[config.mk]
export PLATFORM = sky130hd
export DESIGN_NAME = bdl_out_queue
export DESIGN_NICKNAME = d
export VERILOG_FILES = /design/src/design/bdl_pkg.sv /design/src/design/bdl_out_queue.sv
export SDC_FILE = /design/constraint.sdc
export NUM_CORES = 1
export LEC_CHECK = 0
export ABC_AREA = 1
export BUFFER_PORTS_ARGS = -buffer_cell sky130_fd_sc_hd__buf_2
export CAP_MARGIN = 20
export CORE_UTILIZATION = 52
export CTS_BUF_LIST = sky130_fd_sc_hd__clkbuf_8 sky130_fd_sc_hd__clkbuf_16
export CTS_CLUSTER_DIAMETER = 100
export DETAILED_ROUTE_END_ITERATION = 7
export GPL_ROUTABILITY_DRIVEN = 0
export PLACE_DENSITY = 0.81
export SLEW_MARGIN = 20
export SYNTH_ARGS = -nofsm -noshare
export SYNTH_HDL_FRONTEND = slang
export SYNTH_SLANG_ARGS = --single-unit
[constraint.sdc]
create_clock -name clk -period 2.4 [get_ports clk]
set_clock_uncertainty 0.15 [all_clocks]
set_input_delay 0.24 -clock clk [delete_from_list [all_inputs] [get_ports clk]]
set_output_delay 0.24 -clock clk [all_outputs]
set_load 0.02 [all_outputs]
[src/design/bdl_pkg.sv]
// Shared types for the bounded double-ended list.
// Holds the cell control group, the status codes and the result record.
// No dependencies.
package bdl_pkg;

  // Status codes carried with every result.
  typedef enum logic [1:0] {
    ST_OK    = 2'd0,
    ST_FULL  = 2'd1,
    ST_EMPTY = 2'd2,
    ST_RANGE = 2'd3
  } status_t;

  // Per-cycle commands broadcast to every cell of the chain.
  typedef struct packed {
    logic ins_head;
    logic rem_head;
    logic ins_tail;
    logic rd_load;
    logic rd_shift;
  } cell_ctrl_t;

  // One finished result as it waits in the output buffer.
  typedef struct packed {
    status_t     status;
    logic [8:0]  entry_count;
    logic [31:0] read_data;
  } result_t;

endpackage

[src/design/bdl_out_queue.sv]
// Two-entry output buffer that decouples result delivery from the list.
// Depends on bdl_pkg for the result record.
module bdl_out_queue (
  input  logic              clk,
  input  logic              rst,
  input  logic              push,
  input  bdl_pkg::result_t  push_data,
  output logic              full,
  output logic              out_valid,
  input  logic              out_ready,
  output bdl_pkg::result_t  out_data
);

  bdl_pkg::result_t slot0, slot0_next;
  bdl_pkg::result_t slot1, slot1_next;
  logic             valid0, valid0_next;
  logic             valid1, valid1_next;
  logic             pop;

  assign pop       = valid0 && out_ready;
  assign full      = valid1;
  assign out_valid = valid0;
  assign out_data  = slot0;

  always_comb begin
    slot0_next  = slot0;
    slot1_next  = slot1;
    valid0_next = valid0;
    valid1_next = valid1;
    if (pop) begin
      slot0_next  = slot1;
      valid0_next = valid1;
      valid1_next = 1'b0;
    end
    if (push) begin
      if (!valid0_next) begin
        slot0_next  = push_data;
        valid0_next = 1'b1;
      end else begin
        slot1_next  = push_data;
        valid1_next = 1'b1;
      end
    end
  end

  always_ff @(posedge clk) begin
    slot0 <= slot0_next;
    slot1 <= slot1_next;
    if (rst) begin
      valid0 <= 1'b0;
      valid1 <= 1'b0;
    end else begin
      valid0 <= valid0_next;
      valid1 <= valid1_next;
    end
  end

endmodule

## Word level (Yosys, flattened, before mapping)

Cells that the tools add are included.

| operators by class | value |
|---|---|
| add/subtract/negate cells | 0 |
| $mul | 0 |
| div/mod/pow operators | 0 |
| $lt $le $gt $ge | 0 |
| equal/unequal tests | 0 |
| shift-type cells | 0 |
| multiplexer cells | 8 |
| bitwise logic cells | 0 |
| reductions and logical operators | 2 |

Operators with widths:

| operator | count |
|---|---|
| 43-bit 2-to-1 mux | 3 |
| 1-bit 2-to-1 mux | 5 |
| 2-bit AND reduction | 1 |
| 1-bit logical AND | 1 |

| word-level totals | value |
|---|---|
| register bits | 88 |
| bits in latches | 0 |
| memory bits (writable) | 0 |
| memory bits (read-only) | 0 |
| logic and storage cells | 18 |
| memories | 0 |

## Longest topological paths before layout

| logic depth | value |
|---|---|
| depth in word-level cells | 4 |
| depth in mapped cells | 7 |

## Least setup slack after synthesis

No wires, ideal clock.

| path | value |
|---|---|
| path type | register -> register |
| start | register valid0 (netlist: out_valid) |
| end | register slot1[0] (netlist bit), enable pin |
| library setup time | 0.397 ns |
| arrival time | 1.782 ns |
| required time | 1.853 ns |
| setup slack | 0.070 ns |
| stages on the path, launching flop included | 5 |
| path buffers | 2 |
| clock period less this slack | 2.330 ns |
| cells stage by stage | dfxtp_1 > buf_4 > buf_2 > nand3_1 > inv_1 |

| between the ends | value |
|---|---|
| longest elaborated chain between the ends | 3 |

Ends and longest elaborated chain:

| item | line | RTL |
|---|---|---|
| start: declaration | bdl_out_queue.sv:16 | `logic valid0, valid0_next;` |
| start signal: assignment | bdl_out_queue.sv:53 | `valid0 <= valid0_next;` |
| 1-bit logical AND | bdl_out_queue.sv:20 | `assign pop = valid0 && out_ready;` |
| 1-bit 2-to-1 mux * | bdl_out_queue.sv:30 | `if (pop) begin` |
| 2-bit AND reduction (no source line) * | n/a |  |
| end signal: assignment | bdl_out_queue.sv:48 | `slot1 <= slot1_next;` |
| end: declaration | bdl_out_queue.sv:15 | `bdl_pkg::result_t slot1, slot1_next;` |

Every way passes the cells marked *; elsewhere a longest branch is shown, timed or not.
A chain may end at the register's enable or synchronous reset.

==> reports/metrics.csv <==
metric;value;unit
io pins;92;
Syn Nets;431;
Power Density;719;nW/um^2
clock latency on the worst-skew pair;0.34;ns
Worst R2R Start;out_valid$_SDFF_PP0_;
Crit Path Category;reg -> reg;
metal2 WL;3.89;mm
CP max-delay cell;dfxtp_2;
post-place setup slack;0.499;ns
failing checks;DRC;
clk slew on worst S/H paths;0.08;ns
die area;7090;um^2
crit path capture;out_data[10]$_DFF_P_;
synthesized flop and latch total;88;
Critical Path AT;2.02;ns
total CTS buffers;9;
Top cell by count, worst path;nand2_1;
Final Hold Fails;0;
DR pass1 iterations;7;
Worst setup EP type;register;
Crit path max-delay family;simple AND/OR/NAND/NOR gates;
Post-DRT Antenna Nets;0;
# Post-CTS Setup Buffers;0;
relative slew slack;65.6;%
fin area;4570;um^2
Via density;5.10;
minimum clock period after layout;1.94;ns
max cap viols;0;
WL per Instance;13.7;um
VDD IR max;0.471;mV
Comb pwr share;18.2;%
H-tree depth;3;
TritonCTS clock tree;done;
Required @ worst endpoint;2.48;ns
Worst Tran Pin Value;0.516;ns
vias in the first global route;2848;
Die Y;84.2;um
Max Slew Vio Count;0;
WP depth;6;
Worst Setup SP;out_valid$_SDFF_PP0_;
post-synthesis average cell area;9.15;um^2
GRT Total Usage;24.0;%
post-DP HPWL;4.60;mm
Synth Instances;384;
ANT cells;0;
Leak Pwr;0.00224;uW
DR iter-0 viols;212;
critical path, cell by cell;buf_4, nand2_4, nand2_1, nand2_1, nand2_1, nand2_1;
largest net degree at the start of global routing;46;
clock tree sinks;88;
Flop pwr share;53.1;%
DIE WIDTH;84.2;um
core area;6420;um^2
Area after DPL;3950;um^2
Root Driver;clkbuf_8;
final worst setup slack;0.460;ns
number of port buffers;91;
worst-case reg-to-reg path depth;6;
Cell variety after synth;12;
met3 wire len;624;um
yosys warns;0;
Synth-to-Final Area Change;30.2;%
Switch Pwr;916;uW
Fmax;516;MHz
via count;3017;
first-pass GRT wire length;13.4;mm
Critical Path Max Stage Delay;0.53;ns
DR DRC count;16;
Pint;2370;uW
crit-path max FO;44;
Resized cells post-CTS;0;
fin nets;556;
Metal-1 WL;3.56;mm
R2R Path End;out_data[10]$_DFF_P_;
row count;29;
CP bufs+invs;1;
fin crit share;80.8;%
top routing layer in use;met4;
status;finished with violations;
final core occ;71.2;%
Net Sw Frac;27.8;%
RSZ-0062 raised after global routing;false;
Hold Buf Count CTS;44;
share of cells above drive strength 1;23.0;%
min-delay worst type;in -> reg;
drt total wl;8.12;mm
initial antenna violation count;0;
register area share after synthesis;62.4;%
Congestion Overflow GR;0;
final setup violation count;0;
Critical Path Start Type;register;
Max Root-Sink Buffers;2;
mapped cell area;3510;um^2
Initial Util;54.7;%
clock share of power;28.6;%
Setup TNS;0;ns
internal reg-to-reg setup slack;0.46;ns
==> synth_stat cells, drive strengths merged <==
master | number | area share [%]
buf | 24 | 4.6
a21oi | 2 | 0.29
nand2 | 177 | 20
edfxtp | 43 | 37
clkbuf | 3 | 0.32
inv | 3 | 0.32
nand3 | 87 | 12
dfxtp | 45 | 26
==> how the worst min path moves through the flow <==
| stage | startpoint | end | slack, ns | depth (start not counted) |
|---|---|---|---|---|
| finish | push | full$_SDFF_PP0_ | 0.11 | 3 |
| global route | push | full$_SDFF_PP0_ | 0.12 | 3 |
| CTS | push | full$_SDFF_PP0_ | 0.1 | 3 |
| detailed placement | rst | out_valid$_SDFF_PP0_ | 0.28 | 2 |
| global placement | push_data[39] | slot1[39]$_DFFE_PP_ | 0.28 | 1 |
| floorplan | rst | full$_SDFF_PP0_ | 0.16 | 1 |
==> kinds of logic (layout without fill, tap and decap cells) <==
kind of cell / count (synthesis) / count (layout) / share of synthesized area, %
AOI/OAI and AO/OA: 2 / 2 / 0.285
buffers and inverters: 30 / 160 / 5.27
and+or+nand+nor: 264 / 264 / 32.0
DFF: 88 / 88 / 62.4
==> state kept, by name, indices dropped and copies added (netlist names) <==
name and flops:
slot1 43, out_data 43, out_valid 1, full 1
==> power groups by stage <==
stage / clock (uW) / sequential (uW) / combinational [uW]
6_report: 942 / 1750 / 600
5_1_grt: 1020 / 1760 / 665
4_1_cts: 951 / 1750 / 598
3_5_place_dp: 0 / 1780 / 541
3_3_place_gp: 0 / 1780 / 530
2_1_floorplan: 0 / 1890 / 250
==> layout make-up <==
cell class              count  area, um^2
clock buffers              12         165
clock inverters             4        18.8
fillers                   503        1850
inverters                   3        11.3
multi-input cells         266        1130
flip-flops and latches     88        2190
well taps                  77        96.3
repair buffers            141         953
==> per-layer routing <==
layer  GRT usage [%]  up-vias
met5               0        -
met2            39.6      129
met1            31.6     1367
met4            8.93        0
met3            4.72        6
li1                -     1515
==> cell usage in the layout (no fill, tap or decap) <==
cell           count
buf_12             1
buf_4              5
dfxtp_1           44
edfxtp_1          43
clkinv_2           3
nand3_1           87
buf_2             91
clkbuf_8          12
nand2_4            3
nand2_2            1
inv_2              1
nand2_1          173
dlygate4sd3_1     44
dfxtp_2            1
a21oi_1            2
inv_1              3
==> worst register-to-register path, delay by kind of cell (launching register included) <==
kind / cells / cell delay (ns)
buffers and inverters: 1 / 0.40
and+or+nand+nor: 5 / 0.75
DFF: 1 / 0.53
==> metrics by stage <==
| stage | hold WS, ns | power (uW) | instances |
|---|---|---|---|
| global placement | 0.281 | 2310 | 531 |
| global route | 0.115 | 3440 | 591 |
| floorplan | 0.159 | 2140 | 384 |
| finish | 0.106 | 3290 | 591 |
| detailed placement | 0.283 | 2320 | 531 |
| CTS | 0.0976 | 3290 | 591 |
No activity file was read; power rests on OpenSTA's default activity.
