===== src/design/bdl_pkg.sv =====
// Shared types for the bounded double-ended list.
// Holds the cell control group, the status codes and the result record.
// No dependencies.
package bdl_pkg;

  // Status codes carried with every result.
  typedef enum logic [1:0] {
    ST_OK    = 2'd0,
    ST_FULL  = 2'd1,
    ST_EMPTY = 2'd2,
    ST_RANGE = 2'd3
  } status_t;

  // Per-cycle commands broadcast to every cell of the chain.
  typedef struct packed {
    logic ins_head;
    logic rem_head;
    logic ins_tail;
    logic rd_load;
    logic rd_shift;
  } cell_ctrl_t;

  // One finished result as it waits in the output buffer.
  typedef struct packed {
    status_t     status;
    logic [8:0]  entry_count;
    logic [31:0] read_data;
  } result_t;

endpackage


===== src/design/bdl_cell.sv =====
// One storage cell of the list chain plus its tap of the read shift line.
// Depends on bdl_pkg for the cell control group.
module bdl_cell #(
  parameter int DATA_WIDTH = 32,
  parameter int CNT_W      = 9,
  parameter int INDEX      = 0
) (
  input  logic                   clk,
  input  bdl_pkg::cell_ctrl_t    ctrl,
  input  logic [CNT_W-1:0]       tail_pos,
  input  logic [DATA_WIDTH-1:0]  new_word,
  input  logic [DATA_WIDTH-1:0]  from_prev,
  input  logic [DATA_WIDTH-1:0]  from_next,
  input  logic [DATA_WIDTH-1:0]  rd_from_next,
  output logic [DATA_WIDTH-1:0]  word,
  output logic [DATA_WIDTH-1:0]  rd_word
);

  always_ff @(posedge clk) begin
    priority if (ctrl.ins_head) begin
      word <= from_prev;
    end else if (ctrl.rem_head) begin
      word <= from_next;
    end else if (ctrl.ins_tail && (tail_pos == CNT_W'(INDEX))) begin
      word <= new_word;
    end else begin
      word <= word;
    end
  end

  // The read line takes a snapshot of the list, then moves toward the head.
  always_ff @(posedge clk) begin
    priority if (ctrl.rd_load) begin
      rd_word <= word;
    end else if (ctrl.rd_shift) begin
      rd_word <= rd_from_next;
    end else begin
      rd_word <= rd_word;
    end
  end

endmodule


===== config.mk =====
export PLATFORM = sky130hd
export DESIGN_NAME = bdl_cell
export DESIGN_NICKNAME = d
export VERILOG_FILES = /design/src/design/bdl_pkg.sv /design/src/design/bdl_cell.sv
export SDC_FILE = /design/constraint.sdc
export NUM_CORES = 1
export LEC_CHECK = 0
export BUFFER_PORTS_ARGS = -buffer_cell sky130_fd_sc_hd__buf_4
export CORE_MARGIN = 1.5
export CORE_UTILIZATION = 40
export CTS_BUF_LIST = sky130_fd_sc_hd__clkbuf_16
export CTS_CLUSTER_DIAMETER = 30
export DETAILED_ROUTE_END_ITERATION = 7
export PLACE_DENSITY = 0.76
export SLEW_MARGIN = 5
export SYNTH_ARGS = -nofsm -noshare
export SYNTH_HDL_FRONTEND = slang
export SYNTH_SLANG_ARGS = --single-unit

===== constraint.sdc =====
create_clock -name clk -period 2.9 [get_ports clk]
set_clock_uncertainty 0.2 [all_clocks]
set_input_delay 0.87 -clock clk [delete_from_list [all_inputs] [get_ports clk]]
set_output_delay 0.87 -clock clk [all_outputs]
set_load 0.02 [all_outputs]

# Yosys cells after proc, flatten, opt, wreduce, memory -nomap -nowiden
# Index checks and enable logic that the tools add are counted.
# op_classes
n_mux	5
reduce_logical	4
# ops
operator	n
2-to-1 mux 32 bit	5
logical NOT 9 bit	1
nonzero test 3 bit	1
nonzero test 2 bit	1
logical AND 1 bit	1
# word_totals
out_inout_bits	64
word_cells	11
inputBits	143
register_bits	64

# Logic depth before layout (Yosys ltp)
# Gate-level depths: netlist (run 1).
# depth
depth_word	5
ltp_mapped	4
depth_no_buf	2

# Least setup slack after synthesis (run 1)
# Ideal clock, no wire load.
# synth_timing
path_kind	input to register
start	input port tail_pos[7]
end	register word[0], enable pin
path_stages	2
arrival_ns	2.109
setup_ns	0.396
required_time_ns	2.304
setup_slack_ns	0.196
cell_sequence	nor4b_1 a311o_1
# synth_between
elab_chain_len	3
# synth_lines
element	line_no	rtl
start: declaration	bdl_cell.sv:10	input logic [CNT_W-1:0] tail_pos,
logical NOT 9 bit	bdl_cell.sv:24	end else if (ctrl.ins_tail && (tail_pos == CNT_W'(INDEX))) begin
logical AND 1 bit	bdl_cell.sv:24	
nonzero test 3 bit (no source line)	--	
end signal: assignment	bdl_cell.sv:23	word <= from_next;
end signal: assignment	bdl_cell.sv:25	word <= new_word;
end signal: assignment	bdl_cell.sv:27	word <= word;
end: declaration	bdl_cell.sv:15	output logic [DATA_WIDTH-1:0] word,
# Every way passes these cells.
# A chain may end at the register's enable or synchronous reset.

# Worst setup path in the final report (run 1)
# layout_timing
start	input port tail_pos[7]
end	register word[8], enable pin
# Same word-level chain as after synthesis.

==> results.ini, run 1 <==
[run_status]
status = complete, no violations

[clocking]
clk_path_buf_depth = 2
cts_buffers = 9
cts_sinks = 64
tritoncts = yes
ctsResizeCount = 0
clk_latency_ns = 0.32
clk_transition_reported_paths_ns = 0.05
root_buffer = clkbuf_16
ctsHoldBuffers = 0
htree_levels = 3
post_cts_buffers = 0

[sta]
relSlewSlack_pct = 70.4
setup_viol = 0
hold_viol = 0
worst_slack_ns = 0.897
fmax_ghz = 0.499
setup_tns_ns = 0
period_share_pct = 69.1
grt_setup_unrepaired = false
worst_pin_slew_ns = 0.444
layout_min_cycle_time_ns = 2.00
maxSlewViolCount = 0

[detailed_routing]
drtPass1Iterations = 4
drt_iter0_drc = 109
viasPerCell = 4.72
wl_um = 8000
detail_route.wl_per_cell_um = 15.1
drc = 0
vias = 2490
ant_nets = 0

[die]
core-area_um2 = 7730
fp.dieW_um = 92.5
io_pins = 207
initial_utilization_pct = 41.5
row_count = 32
fp.dieH_um = 92.5
die-area_um2 = 8550

[global_route]
grt_max_degree = 35
antenna_found_initial = 0
grt_pass1_vias = 2470
grt_overflow = 0
grtUsageTotal_pct = 18.6
grt_pass1_wl_um = 12000

[synth]
yosys.cell_count.top_type = edfxtp_1
ys.flop_type = edfxtp_1
avgSynthCellArea_um2 = 15.1
synth_edf_count = 64
synthTopCellsByCount = 64 x edfxtp_1, 32 x mux2i_1, 32 x nand2_1
synth_area_leaders = edfxtp_1 60%, mux2_4 14%, mux2i_1 10%, o21ai_1 4.5%, buf_12 3.8%
synth_seq_cells = 64
synth.distinct_cells = 16
ys_seq_area_share_pct = 60.0
yosys.area.top_type_share_pct = 60.0
syn_inst = 212
netlist_area_um2 = 3200
ys_async_sr_fraction_pct = 0
synth_nets = 355
ys_warn_count = 0
yosys.area.top_type = edfxtp_1

[critical_path]
criticalPathCategory = in -> reg
start_kind = input pin
crit_required_ns = 2.71
cp_data_arrival_time_ns = 1.81
crit_path_max_fanout = 32
endpoint_kind = flop

[placement]
portBuffers = 206
dpl.hpwl_um = 6410
dp.cells = 512
gp_congestion = 0.783
dpl_cell_area_um2 = 4770
pre_cts_ws_ns = 0.581

[flow_run]
maxCapViolCount = 0

[power]
total_power_mw = 2.76
irDropWorstVdd_mv = 0.276
cellLeakagePower_nw = 2.38
cellPowerDensity_nw_per_um2 = 549

[cells_and_area]
final_cells = 528
synthToLayoutAreaGrowth_pct = 56.8
fin_area_um2 = 5020
diodes = 0
nets = 564
final_layout_size_suffix_gt1_share_pct = 60.3

[min_path]
worstHoldPathType = reg -> reg

## worst paths after layout
check | startpoint | to | slack, ns | depth (start not counted)
setup / recovery | tail_pos[7] | word[8]$_DFFE_PP_ | 0.90 | 4
hold / removal | word[17]$_DFFE_PP_ | rd_word[17]$_DFFE_PP_ | 0.37 | 1
setup reg to reg | word[23]$_DFFE_PP_ | rd_word[23]$_DFFE_PP_ | 1.74 | 1
hold reg to reg | word[17]$_DFFE_PP_ | rd_word[17]$_DFFE_PP_ | 0.37 | 1
## critical path, cell delays in order
cell and delay (ns):
buf_4 0.11, nor4b_1 0.34, a311o_2 0.26, buf_12 0.21
## registers in the layout, summed over array words and instances, names as in the netlist
name,flops
word,32
rd_word,32
## where the power goes
part           leakage (nW)  switching, mW  internal, mW
clock                 0.130          0.343         0.559
combinational          1.59          0.297         0.357
sequential            0.657         0.0480          1.15
## metrics by stage
| stage | util (%) | hold slack [ns] |
|---|---|---|
| 3_5_place_dp | 61.7 | 0.370 |
| 2_1_floorplan | - | 0.517 |
| 3_3_place_gp | 61.7 | 0.365 |
| 6_report | 65.0 | 0.374 |
| 4_1_cts | 65.0 | 0.378 |
| 5_1_grt | 65.0 | 0.397 |
## cell families after synthesis
group | share of synthesized area (%)
simple gates | 4.53
buf+inv | 5.51
compound gates | 5.31
flops | 60.0
mux | 24.6
## area by class of cell
type                            instances  area, um2
Clock buffer                            9        225
Clock inverter                          7       31.3
Fill cell                             606       2700
Multi-Input combinational cell        133       1110
Sequential cell                        64       1920
Tap cell                              102        128
Timing Repair Buffer                  213       1610
## layout by cell type, fill, tap and decap left out, drive strengths merged
master | Yosys | final
mux2i | 32 | 32
clkbuf | 1 | 9
o21ai | 32 | 32
nor4b | 1 | 1
buf | 14 | 213
mux2 | 32 | 32
nor4 | 1 | 1
nand2 | 32 | 32
clkinvlp | 0 | 1
inv | 0 | 2
nor2 | 1 | 1
a311o | 1 | 1
edfxtp | 64 | 64
or2 | 1 | 1
clkinv | 0 | 4
## layer usage
metal,up-vias,global-route usage (%),wire length [um]
met4,0,7.56,108
met1,1140,19.9,2850
met5,-,0,0
met2,126,34.5,4380
li1,1215,-,-
met3,9,4.84,660
(Power assumes the default switching activity.)
==> run 2, diff against run 1 <==
--- a/config.mk
+++ b/config.mk
@@ -7,7 +7,7 @@
 export LEC_CHECK = 0
 export BUFFER_PORTS_ARGS = -buffer_cell sky130_fd_sc_hd__buf_4
 export CORE_MARGIN = 1.5
-export CORE_UTILIZATION = 40
+export CORE_UTILIZATION = 38
 export CTS_BUF_LIST = sky130_fd_sc_hd__clkbuf_16
 export CTS_CLUSTER_DIAMETER = 30
 export DETAILED_ROUTE_END_ITERATION = 7
==> constraint.sdc (replaced) <==
create_clock -name clk -period 1.7 [get_ports clk]
set_clock_uncertainty 0.2 [all_clocks]
set_input_delay 0.51 -clock clk [delete_from_list [all_inputs] [get_ports clk]]
set_output_delay 0.51 -clock clk [all_outputs]
set_load 0.02 [all_outputs]
==> run 2 against run 1 <==
Net effect:
- die area is 5.1% higher
- cell area is 2.5% higher
- register-to-register slack worse by 1.2 ns
- worst setup slack worse by 0.82 ns
- first-iteration DRC count is 35% lower
- critical path depth is 3 lower
- hold slack worse by 0.092 ns
- total power is 77% higher
- utilization is 2.0 points lower
- sequential power is 71% higher
- combinational power is 74% higher
- largest cell class unchanged
==> results.ini, run 2 (synthesis gave the netlist of run 1 again) <==
[clocking]
ctsResizeCount = 0
htree_levels = 3
cts_sinks = 64
cts_buffers = 9
ctsHoldBuffers = 0
clk_path_buf_depth = 2
tritoncts = yes
clk_transition_reported_paths_ns = 0.05
root_buffer = clkbuf_16
clk_latency_ns = 0.31
post_cts_buffers = 0

[cells_and_area]
nets = 566
top_regs = rd_word (32), word (32)
final_cell_mix = 210 x buf_4, 64 x edfxtp_1, 32 x mux2i_1, 32 x nand2_1
synthToLayoutAreaGrowth_pct = 60.7
diodes = 0
mostFrequentLayoutCell = buf_4
final_layout_size_suffix_gt1_share_pct = 61.4

[detailed_routing]
wl_met3_um = 571
wl_um = 8060
drc = 0
drt_iter0_drc = 71
viasPerCell = 4.65
ant_nets = 0
vias = 2477
met2_length_um = 4430
detail_route.wl_per_cell_um = 15.1
route.top_layer_used = met4
met1_length_um = 2910
drtPass1Iterations = 4

[min_path]
worstHoldPathType = in -> reg
hp-start = from_prev[17]

[sta]
period_share_pct = 95.4
hold_viol = 0
worst_hold_slack_ns = 0.282
fmax_ghz = 0.616
layout_min_cycle_time_ns = 1.62
worst_pin_slew_ns = 0.449
worst_slack_ns = 0.0776
grt_setup_unrepaired = false
relSlewSlack_pct = 70.1
setup_viol = 0
maxSlewViolCount = 0

[power]
pwr-share-comb_pct = 23.4
netSwitchingPower_mw = 1.19
irDropWorstVdd_mv = 0.533
cellPowerDensity_nw_per_um2 = 950
power_frac_seq_pct = 41.9
switching_share_pct = 24.3
clockPowerShare_pct = 34.7
cellLeakagePower_nw = 2.43
p_int_mw = 3.70

[critical_path]
crit_family = flip-flops
crit_chain = buf_4
crit_cells = 1
cp-startpoint = word[11]$_DFFE_PP_
r2r_cells = 1
critPathCapture = word[11]
worst-r2r-setup-slack_ns = 0.55
cp_slowest_stage_delay_ns = 0.42
r2r-start = word[2]$_DFFE_PP_
cp_data_arrival_time_ns = 0.91
criticalPathCategory = reg -> out
slowest_stage = edfxtp_1
crit_path_max_fanout = 2
start_kind = flop
crit_buf_inv = 1
endpoint_kind = output port
crit_required_ns = 0.99
r2r_end = rd_word[2]$_DFFE_PP_

[die]
die-area_um2 = 8990
core-area_um2 = 8180
io_pins = 207
initial_utilization_pct = 39.2
fp.dieW_um = 94.8
fp.dieH_um = 94.8
row_count = 33

[run_status]
status = complete, no violations

[flow_run]
maxCapViolCount = 0

[placement]
dpl.hpwl_um = 6570
gp_congestion = 0.772
portBuffers = 206
pre_cts_ws_ns = -0.158

[global_route]
grt_max_degree = 36
grt_overflow = 0
grt_pass1_wl_um = 11800
grtUsageTotal_pct = 17.6
grt_pass1_vias = 2429
antenna_found_initial = 0

-- run 2: changes by cell type in the layout (fill, tap and decap cells not counted), sizes merged --
| cell | change |
|---|---|
| buf | +2 |
| bufinv | +1 |
| clkinvlp | -1 |
-- run 2: per-layer routing --
metal | GRT usage, % | up-vias
li1 | - | 1218
met1 | 18.8 | 1127
met2 | 33.0 | 119
met3 | 3.86 | 13
met4 | 7.46 | 0
met5 | 0 | -
-- run 2: power groups by stage --
stage	sequential, mW	combinational (mW)	clock, mW
finish	2.05	1.14	1.70
global route	2.07	1.21	1.81
CTS	2.05	1.16	1.74
detailed placement	2.08	1.16	0
global placement	2.07	1.14	0
floorplan	2.30	0.333	0
-- run 2: final cells by class --
| cell class | count | area, um2 |
|---|---|---|
| sequential | 64 | 1920 |
| tap | 105 | 131 |
| clock inverter | 7 | 55.1 |
| timing repair buffer | 215 | 1680 |
| fill | 662 | 3030 |
| clock buffer | 9 | 225 |
| multi-input combinational | 133 | 1140 |
-- run 2: how the worst min path moves through the flow --
| stage | to | cells past startpoint |
|---|---|---|
| 6_report | word[17]$_DFFE_PP_ | 3 |
| 2_1_floorplan | word[0]$_DFFE_PP_ | 2 |
| 3_5_place_dp | rd_word[14]$_DFFE_PP_ | 1 |
| 4_1_cts | word[2]$_DFFE_PP_ | 3 |
| 5_1_grt | word[28]$_DFFE_PP_ | 3 |
| 3_3_place_gp | rd_word[1]$_DFFE_PP_ | 1 |
-- run 2: stage by stage --
stage / power (mW) / setup TNS [ns] / instance area (um2) / util (%) / instances
3_3_place_gp: 3.21 / -3.44 / 4870 / 59.6 / 517
2_1_floorplan: 2.64 / -6.18 / 3240 / - / 212
3_5_place_dp: 3.24 / -4.97 / 4870 / 59.6 / 517
6_report: 4.89 / 0 / 5150 / 63.0 / 533
4_1_cts: 4.94 / 0 / 5150 / 63.0 / 533
5_1_grt: 5.09 / 0 / 5150 / 63.0 / 533
==> run 3, diff against run 2 <==
==> constraint.sdc (replaced) <==
create_clock -name clk -period 1.45 [get_ports clk]
set_clock_uncertainty 0.2 [all_clocks]
set_input_delay 0.435 -clock clk [delete_from_list [all_inputs] [get_ports clk]]
set_output_delay 0.435 -clock clk [all_outputs]
set_load 0.02 [all_outputs]
==> run 3 against run 2 <==
Net effect:
- sequential cell count stayed put
- clock power grew 18%
- sequential share of layout area decreased by 2.8 points
- combinational power up 39%
- the run now ends with setup timing left
- hold slack got worse by 0.080 ns
- clock-buffer cell count did not move
- critical path type unchanged
==> results.ini, run 3 (synthesis gave the netlist of run 1 again) <==
[critical_path]
cp_data_arrival_time_ns = 0.90
critPathCapture = word[13]
start_kind = flop
worst-r2r-setup-slack_ns = 0.05
endpoint_kind = output port
r2r_cells = 3
crit_path_max_fanout = 2
cp-startpoint = word[13]$_DFFE_PP_
crit_chain = buf_6
crit_cells = 1
crit_required_ns = 0.82
slowest_stage = edfxtp_1
r2r_end = rd_word[4]$_DFFE_PP_
cp_slowest_stage_delay_ns = 0.43
r2r-start = word[4]$_DFFE_PP_
crit_family = flip-flops
criticalPathCategory = reg -> out
crit_buf_inv = 1

[cells_and_area]
nets = 587
diodes = 0
mostFrequentLayoutCell = buf_4
synthToLayoutAreaGrowth_pct = 74.0
final_cell_mix = 164 x buf_4, 66 x buf_6, 64 x edfxtp_1, 32 x mux2i_1, 32 x nand2_1
final_layout_size_suffix_gt1_share_pct = 63.5
top_regs = rd_word (32), word (32)

[sta]
worst_slack_ns = -0.0842
setup_viol = 96
relSlewSlack_pct = 70.3
fmax_ghz = 0.652
worst_pin_slew_ns = 0.446
worst_hold_slack_ns = 0.203
grt_setup_unrepaired = true
period_share_pct = 106
layout_min_cycle_time_ns = 1.53
hold_viol = 0
maxSlewViolCount = 0

[die]
fp.dieH_um = 94.8
die-area_um2 = 8990
initial_utilization_pct = 39.2
row_count = 33
core-area_um2 = 8180
io_pins = 207
fp.dieW_um = 94.8

[clocking]
ctsHoldBuffers = 0
clk_path_buf_depth = 2
tritoncts = yes
htree_levels = 3
clk_latency_ns = 0.31
cts_sinks = 64
cts_buffers = 9
clk_transition_reported_paths_ns = 0.05
root_buffer = clkbuf_16

[detailed_routing]
met2_length_um = 5140
wl_met3_um = 517
vias = 2667
viasPerCell = 4.81
route.top_layer_used = met4
ant_nets = 0
drtPass1Iterations = 4
detail_route.wl_per_cell_um = 16.1
met1_length_um = 3080
drt_iter0_drc = 48
drc = 0
wl_um = 8920

[global_route]
grt_max_degree = 38
antenna_found_initial = 0
grt_pass1_vias = 2780
grt_pass1_wl_um = 12900
grtUsageTotal_pct = 19.2
grt_overflow = 0

[min_path]
worstHoldPathType = in -> reg

[run_status]
status = complete, but fails checks
violations = setup timing

[placement]
pre_cts_ws_ns = -0.333
gp_congestion = 0.793
portBuffers = 206
dpl.hpwl_um = 6750

[power]
cellLeakagePower_nw = 2.63
cellPowerDensity_nw_per_um2 = 1080
irDropWorstVdd_mv = 0.719

[flow_run]
maxCapViolCount = 0

[run 3: cell count changes in the layout (fill, tap and decap cells not counted)]
cell and delta:
inv_1 +1, buf_6 +66, clkinv_2 +1, buf_4 -46, clkinv_1 -2, clkbuf_16 +1
[run 3: timing repair]
action / 4_1_cts / 5_1_grt
cloned: 0 / 1
buffers inserted: 12 / 8
endpoints found under the hold margin: 0 / 0
gates resized for setup: 63 / 3
endpoints found under the setup margin: 64 / 96
[run 3: area by class of cell]
class / instances / area, um2
Clock inverter: 7 / 56.3
Tap cell: 105 / 131
Sequential cell: 64 / 1920
Multi-Input combinational cell: 133 / 1140
Clock buffer: 9 / 225
Fill cell: 610 / 2600
Timing Repair Buffer: 236 / 2100
[run 3: worst min-delay path by stage]
stage	from	end	slack, ns	cells after the start
3_5_place_dp	word[16]$_DFFE_PP_	rd_word[16]$_DFFE_PP_	0.37	1
5_1_grt	from_prev[26]	word[26]$_DFFE_PP_	0.21	3
6_report	from_prev[29]	word[29]$_DFFE_PP_	0.20	3
4_1_cts	from_prev[29]	word[29]$_DFFE_PP_	0.19	3
2_1_floorplan	from_prev[0]	word[0]$_DFFE_PP_	0.43	2
3_3_place_gp	word[29]$_DFFE_PP_	rd_word[29]$_DFFE_PP_	0.36	1
[run 3: power breakdown]
group	switching [mW]	internal (mW)	leakage, nW
sequential	0.135	2.31	0.657
combinational	0.638	0.943	1.82
clock	0.710	1.30	0.153
total	1.48	4.55	2.63
[run 3: per-layer routing]
layer | track usage, % | up-vias
met2 | 36.4 | 114
li1 | - | 1263
met5 | 0 | -
met1 | 19.2 | 1272
met3 | 4.51 | 18
met4 | 9.83 | 0
[run 3: stage by stage]
step	setup TNS, ns	std cells	area (um2)	utilization (%)	power (mW)
2_1_floorplan	-14.49	212	3250	-	3.09
3_3_place_gp	-16.59	517	4870	59.6	3.76
3_5_place_dp	-19.01	517	4870	59.6	3.80
4_1_cts	-3.61	545	5480	67.0	6.03
5_1_grt	-6.10	554	5570	68.2	6.27
6_report	-3.60	554	5570	68.2	6.04
